==> src/rtl/lgt_pkg.sv <==
`default_nettype none
package lgt_pkg;

  // grid geometry, fixed by the index field widths
  localparam int unsigned ROW_W    = 6;
  localparam int unsigned COL_W    = 6;
  localparam int unsigned SIZE_W   = 7;
  localparam int unsigned MAX_ROWS = 1 << ROW_W;
  localparam int unsigned MAX_COLS = 1 << COL_W;
  localparam int unsigned DATA_W   = 32;
  localparam int unsigned ADDR_W   = 3;

  // register indexes (paddr[2])
  localparam logic REG_ROWS = 1'b0;
  localparam logic REG_COLS = 1'b1;

  typedef enum logic [1:0] {
    ACT_WRITE = 2'd0,
    ACT_READ  = 2'd1,
    ACT_STEP  = 2'd2
  } lgt_action_e;

  typedef enum logic [1:0] {
    RD_ITEM = 2'd0,
    RD_UP   = 2'd1,
    RD_MID  = 2'd2,
    RD_DN   = 2'd3
  } lgt_rd_sel_e;

  typedef enum logic [3:0] {
    ST_IDLE,
    ST_MOD,
    ST_ITEM_RD,
    ST_ITEM_USE,
    ST_RD_UP,
    ST_RD_MID,
    ST_RD_DN,
    ST_LAT_DN,
    ST_CALC,
    ST_CP_RD,
    ST_CP_WR,
    ST_DONE
  } lgt_state_e;

  typedef struct packed {
    logic        latch_item;
    logic        mod_init;
    logic        mod_step;
    logic        cur_rd;
    lgt_rd_sel_e rd_sel;
    logic        lat_up;
    logic        lat_mid;
    logic        lat_dn;
    logic        cell_wr;
    logic        next_wr;
    logic        row_clr;
    logic        alive_clr;
    logic        row_inc;
    logic        nxt_rd;
    logic        copy_wr;
    logic        out_load;
  } lgt_cmd_t;

  typedef struct packed {
    logic [1:0] act;
    logic       mod_last;
    logic       row_last;
  } lgt_sts_t;

endpackage
`default_nettype wire

==> src/rtl/lgt_ctrl.sv <==
`default_nettype none
module lgt_ctrl (
  input  wire logic              clk_i,
  input  wire logic              rst_ni,
  input  wire logic              in_valid_i,
  input  wire logic [1:0]        in_action_i,
  output logic                   in_stall_o,
  output logic                   out_valid_o,
  input  wire logic              out_stall_i,
  input  wire lgt_pkg::lgt_sts_t sts_i,
  output lgt_pkg::lgt_cmd_t      cmd_o
);
  import lgt_pkg::*;

  lgt_state_e state_q, state_d;
  logic       out_valid_q, out_valid_d;

  // state and result valid registers
  always_ff @(posedge clk_i or negedge rst_ni) begin
    if (!rst_ni) begin
      state_q     <= ST_IDLE;
      out_valid_q <= 1'b0;
    end else begin
      state_q     <= state_d;
      out_valid_q <= out_valid_d;
    end
  end

  assign in_stall_o  = (state_q != ST_IDLE);
  assign out_valid_o = out_valid_q;

  // next state and commands
  always_comb begin
    state_d = state_q;
    cmd_o   = '0;
    cmd_o.rd_sel = RD_ITEM;
    unique case (state_q)
      ST_IDLE: begin
        if (in_valid_i) begin
          cmd_o.latch_item = 1'b1;
          cmd_o.mod_init   = 1'b1;
          case (in_action_i) inside
            ACT_WRITE, ACT_READ: state_d = ST_MOD;
            ACT_STEP: begin
              cmd_o.row_clr   = 1'b1;
              cmd_o.alive_clr = 1'b1;
              state_d         = ST_RD_UP;
            end
            default: state_d = ST_DONE;
          endcase
        end
      end
      ST_MOD: begin
        cmd_o.mod_step = 1'b1;
        if (sts_i.mod_last) state_d = ST_ITEM_RD;
      end
      ST_ITEM_RD: begin
        cmd_o.cur_rd = 1'b1;
        cmd_o.rd_sel = RD_ITEM;
        state_d      = ST_ITEM_USE;
      end
      ST_ITEM_USE: begin
        cmd_o.cell_wr = (sts_i.act == ACT_WRITE);
        state_d       = ST_DONE;
      end
      ST_RD_UP: begin
        cmd_o.cur_rd = 1'b1;
        cmd_o.rd_sel = RD_UP;
        state_d      = ST_RD_MID;
      end
      ST_RD_MID: begin
        cmd_o.cur_rd = 1'b1;
        cmd_o.rd_sel = RD_MID;
        cmd_o.lat_up = 1'b1;
        state_d      = ST_RD_DN;
      end
      ST_RD_DN: begin
        cmd_o.cur_rd  = 1'b1;
        cmd_o.rd_sel  = RD_DN;
        cmd_o.lat_mid = 1'b1;
        state_d       = ST_LAT_DN;
      end
      ST_LAT_DN: begin
        cmd_o.lat_dn = 1'b1;
        state_d      = ST_CALC;
      end
      ST_CALC: begin
        cmd_o.next_wr = 1'b1;
        if (sts_i.row_last) begin
          cmd_o.row_clr = 1'b1;
          state_d       = ST_CP_RD;
        end else begin
          cmd_o.row_inc = 1'b1;
          state_d       = ST_RD_UP;
        end
      end
      ST_CP_RD: begin
        cmd_o.nxt_rd = 1'b1;
        state_d      = ST_CP_WR;
      end
      ST_CP_WR: begin
        cmd_o.copy_wr = 1'b1;
        if (sts_i.row_last) begin
          state_d = ST_DONE;
        end else begin
          cmd_o.row_inc = 1'b1;
          state_d       = ST_CP_RD;
        end
      end
      ST_DONE: begin
        if (!out_valid_q || !out_stall_i) begin
          cmd_o.out_load = 1'b1;
          state_d        = ST_IDLE;
        end
      end
      default: state_d = ST_IDLE;
    endcase
  end

  // result beat held until taken
  always_comb begin
    out_valid_d = out_valid_q;
    if (cmd_o.out_load) begin
      out_valid_d = 1'b1;
    end else if (!out_stall_i) begin
      out_valid_d = 1'b0;
    end
  end

endmodule
`default_nettype wire

==> config.mk <==
export PLATFORM = sky130hd
export DESIGN_NAME = lgt_ctrl
export DESIGN_NICKNAME = d
export VERILOG_FILES = /design/src/rtl/lgt_pkg.sv /design/src/rtl/lgt_ctrl.sv
export SDC_FILE = /design/constraint.sdc
export NUM_CORES = 1
export LEC_CHECK = 0
export ABC_AREA = 1
export BUFFER_PORTS_ARGS = -buffer_cell sky130_fd_sc_hd__buf_4
export CAP_MARGIN = 10
export CORE_AREA = 4 4 41 43
export DETAILED_ROUTE_END_ITERATION = 8
export DIE_AREA = 0 0 45 47
export PLACE_DENSITY = 0.71
export SKIP_LAST_GASP = 1
export SLEW_MARGIN = 20
export SYNTH_ARGS = -nofsm -noshare
export SYNTH_HDL_FRONTEND = slang
export SYNTH_SLANG_ARGS = --single-unit
==> constraint.sdc <==
create_clock -name clk_i -period 2.85 [get_ports clk_i]
set_input_delay 0.4275 -clock clk_i [delete_from_list [all_inputs] [get_ports clk_i]]
set_output_delay 0.4275 -clock clk_i [all_outputs]
set_load 0.05 [all_outputs]
# Word level (Yosys, flattened, before mapping)
# Index checks and enable logic that the tools add are counted.
# W data, S select, Z words.
# totals
ff_bits,5
input_bits,10
out_inout_bits,19
wordCells,60
# classes
n_eq_ne,17
n_mux,31
n_reduce_logical,10
# ops
operator,count
$pmux W4 S12,1
$mux W4,6
$eq A4 B3 Y1 const B,4
$eq A4 B4 Y1 const B,4
$mux W1,16
$mux W2,6
$pmux W3 S4,1
$eq A4 B2 Y1 const B,2
$ne A2 B2 Y1 const B,3
$eq A4 B1 Y1 const B,1
$logic_not A2 Y1,2
$logic_not A4 Y1,1
$reduce_bool A4 Y1,1
$reduce_or A2 Y1,2
$reduce_and A3 Y1,1
$eq A2 B1 Y1 const B,1
$eq A2 B2 Y1 const B,1
$logic_not A1 Y1,2
$ne A2 B1 Y1 const B,1
$pmux W1 S2,1
$logic_or A1 B1 Y1,1

# Logic depth before layout (Yosys ltp)
# depth
depth_word,5
depth_mapped,8
depth_no_buf,8

# Worst setup path before layout
# OpenSTA, ideal clock, no wires.
# synth_path
path_type,register -> output
startpoint,register state_q[3]
endpoint,output port cmd_o[7] (netlist bit)
arrival_ps,2190
required_time_ps,2423
path_slack_ps,233
stages_incl_launch_ff,4
path_buffers,0
path_cell_list,dfrtp_1 > nor2_2 > inv_1 > nor4_1
# synth_lines
element,line,source
"start, declared",lgt_ctrl.sv:15,"lgt_state_e state_q, state_d;"
"start signal, assigned",lgt_ctrl.sv:24,state_q <= state_d;
"end, declared",lgt_ctrl.sv:11,output lgt_pkg::lgt_cmd_t cmd_o

==> metrics.txt <==
status=finished, final reports clean; Critical Path Source Type=flip-flop; largest net degree at the start of global routing=8; Synth area leaders=dfrtp_1, nand2_1, nor2_1; WL met1=564 um; Worst Setup End Kind=output port; CP max stage cell=dfrtp_1; count of boundary I/O pins=29; Std-Cell Rows=13; total negative slack=0 ps; H-tree Lvls=1; ant diodes=0; gr usage total=0.149; Final Non-Filler Cells=138; Synthesized Nets=102; uppermost layer routed=met3; Tcrit/Tclk final=0.690; WP buf/inv=2; full die area=2120 sq um; Setup Viol. Count Final=0; worst hold path class=input pin to flip-flop; mean area per synthesized cell=5.70 sq um; gr ovfl total=0; RSZ-0062 raised after global routing=false; commonest non-fill, non-tap cell in the layout=buf_4; Placed Cells incl. Taps=133; CP max stage delay=450 ps; VDD IR max=0.573 mV; Num CTS Buffers=3; Yosys warnings=0; Detail Route Antenna Nets=0; clock root cell=clkbuf_4; Pins Over Slew Limit=0; Lkg Pwr=0.490 nW; DRC=0; Seq/Total Area, Yosys=0.239; Pwr Total=902 uW; synthesis-stage register bit count=5; clk sinks=5; endpoints failing hold=0; CP startpoint=state_q[0]; die width=45 um; vias=603; Crit. path cell count=6; Worst Setup EP=cmd_o[5]; first-pass GRT wire length=2280 um; flop-to-flop setup slack=1580 ps; Final min period=1970 ps; drt pass-1 iters=4; Longest Clk Path Bufs=2; Register-to-Register Path Depth=5; fmax=0.508 GHz; Placeable Area=1300 sq um; Yosys top cell by area=dfrtp_1; Synth Instances=92; Max Cap Violations=0; power per cell area=1170 nW/um^2; Worst Path Arrival=1540 ps; Post-DP HPWL=1160 um; met3 wire length=104 um; Worst Setup Path Type=flip-flop to output port; Largest delay share family, worst path=flip-flops; CP cell instances=nor2_1, nand2_4, inv_2, nand3_1, o21ai_1, buf_4; Critical Path Fanout Max=7; CTS tree=yes; drt via density=4.37; Mapped Area=524 sq um; Yosys cell types=18; P&R area growth vs syn=47.7%; Final nets=134; worst-skew pair later-pin latency=240 ps; reg2reg end=state_q[2]; layout cells sized above 1=0.358; worst reg2reg path startpoint=state_q[0]; Met2 Wirelength=685 um; Wirelength per Cell=9.81 um; Tightest Pin Transition=250 ps; vias in the first global route=562; commonest cells after routing, fill and taps aside=buf_4, nand2_1, nor2_1; DR iter-0 viols=27; relative slew slack=0.834; GP Congestion=0.782; share of the synthesized area in the top cell type=0.239; IO Port Bufs=28; initial antenna violation count=0; Worst Clk Skew=5.67 ps; Clock Pin Slew Worst Setup and Hold Paths=40 ps; final WL=1350 um; Die Ht=47 um; Post-CTS Setup Bufs=0; initial core utilization=0.403; Crit path required time=2420 ps
[final cells by class]
type | instances | area (sq um)
fill | 135 | 527
multi-input combinational | 65 | 309
timing repair buffer | 29 | 220
sequential | 5 | 125
inverter | 20 | 75.1
clock buffer | 4 | 26.3
tap | 15 | 18.8
[routing by layer]
metal	vias to the layer above	global-route usage
met3	0	0.0421
met2	14	0.271
met5	-	0
met4	0	0.0526
li1	334	-
met1	255	0.166
[power breakdown]
group / internal [mW] / switching [mW] / leakage [nW]
sequential: 0.101 / 0.0444 / 0.0641
clock: 0.0528 / 0.0266 / 0.0150
combinational: 0.198 / 0.479 / 0.411
[sequential cells by signal, summed over array words and instances, names as in the netlist]
register     cells
state_q          4
out_valid_o      1
[cell usage after synthesis, drive strengths merged]
master	number
nand3b	1
dfrtp	5
nand3	6
o21ai	1
buf	2
nor3	1
and2	1
o211ai	1
inv	20
nor4	1
o22ai	1
nor2	25
nand2	27
[metrics by stage]
step	setup slack (ps)	hold WS [ps]	instance area (sq um)	util
after detailed placement	1140	228	738	0.567
after global routing	737	440	774	0.595
after CTS	879	419	774	0.595
after global placement	1180	231	738	0.567
final	883	433	774	0.595
after floorplan	233	132	524	-
[worst min path at each step]
stage / slack [ps] / end / from / cells after the start
after detailed placement: 230 / out_valid_o / rst_ni / 1
after CTS: 420 / out_valid_o / out_stall_i / 3
final: 430 / out_valid_o / out_stall_i / 3
after global placement: 230 / out_valid_o / rst_ni / 1
after floorplan: 130 / out_valid_o / rst_ni / 0
after global routing: 440 / out_valid_o / out_stall_i / 3
[cells by family after synthesis]
family,count (synthesis),synth area share
compound gates,3,0.0358
simple gates,62,0.554
buf+inv,22,0.172
flops,5,0.239
[worst register-to-register path, stage by stage, from the launching register on]
cell,delay (ps)
dfrtp_1,450
nor2_1,250
nand2_4,100
nor2_1,130
nor2_2,70
and2_1,160
[what timing repair did]
item	in CTS	in global routing
hold buffers	1	0
resized for setup	0	0
endpoints found under the hold margin	5	0
(Power assumes the default switching activity.)
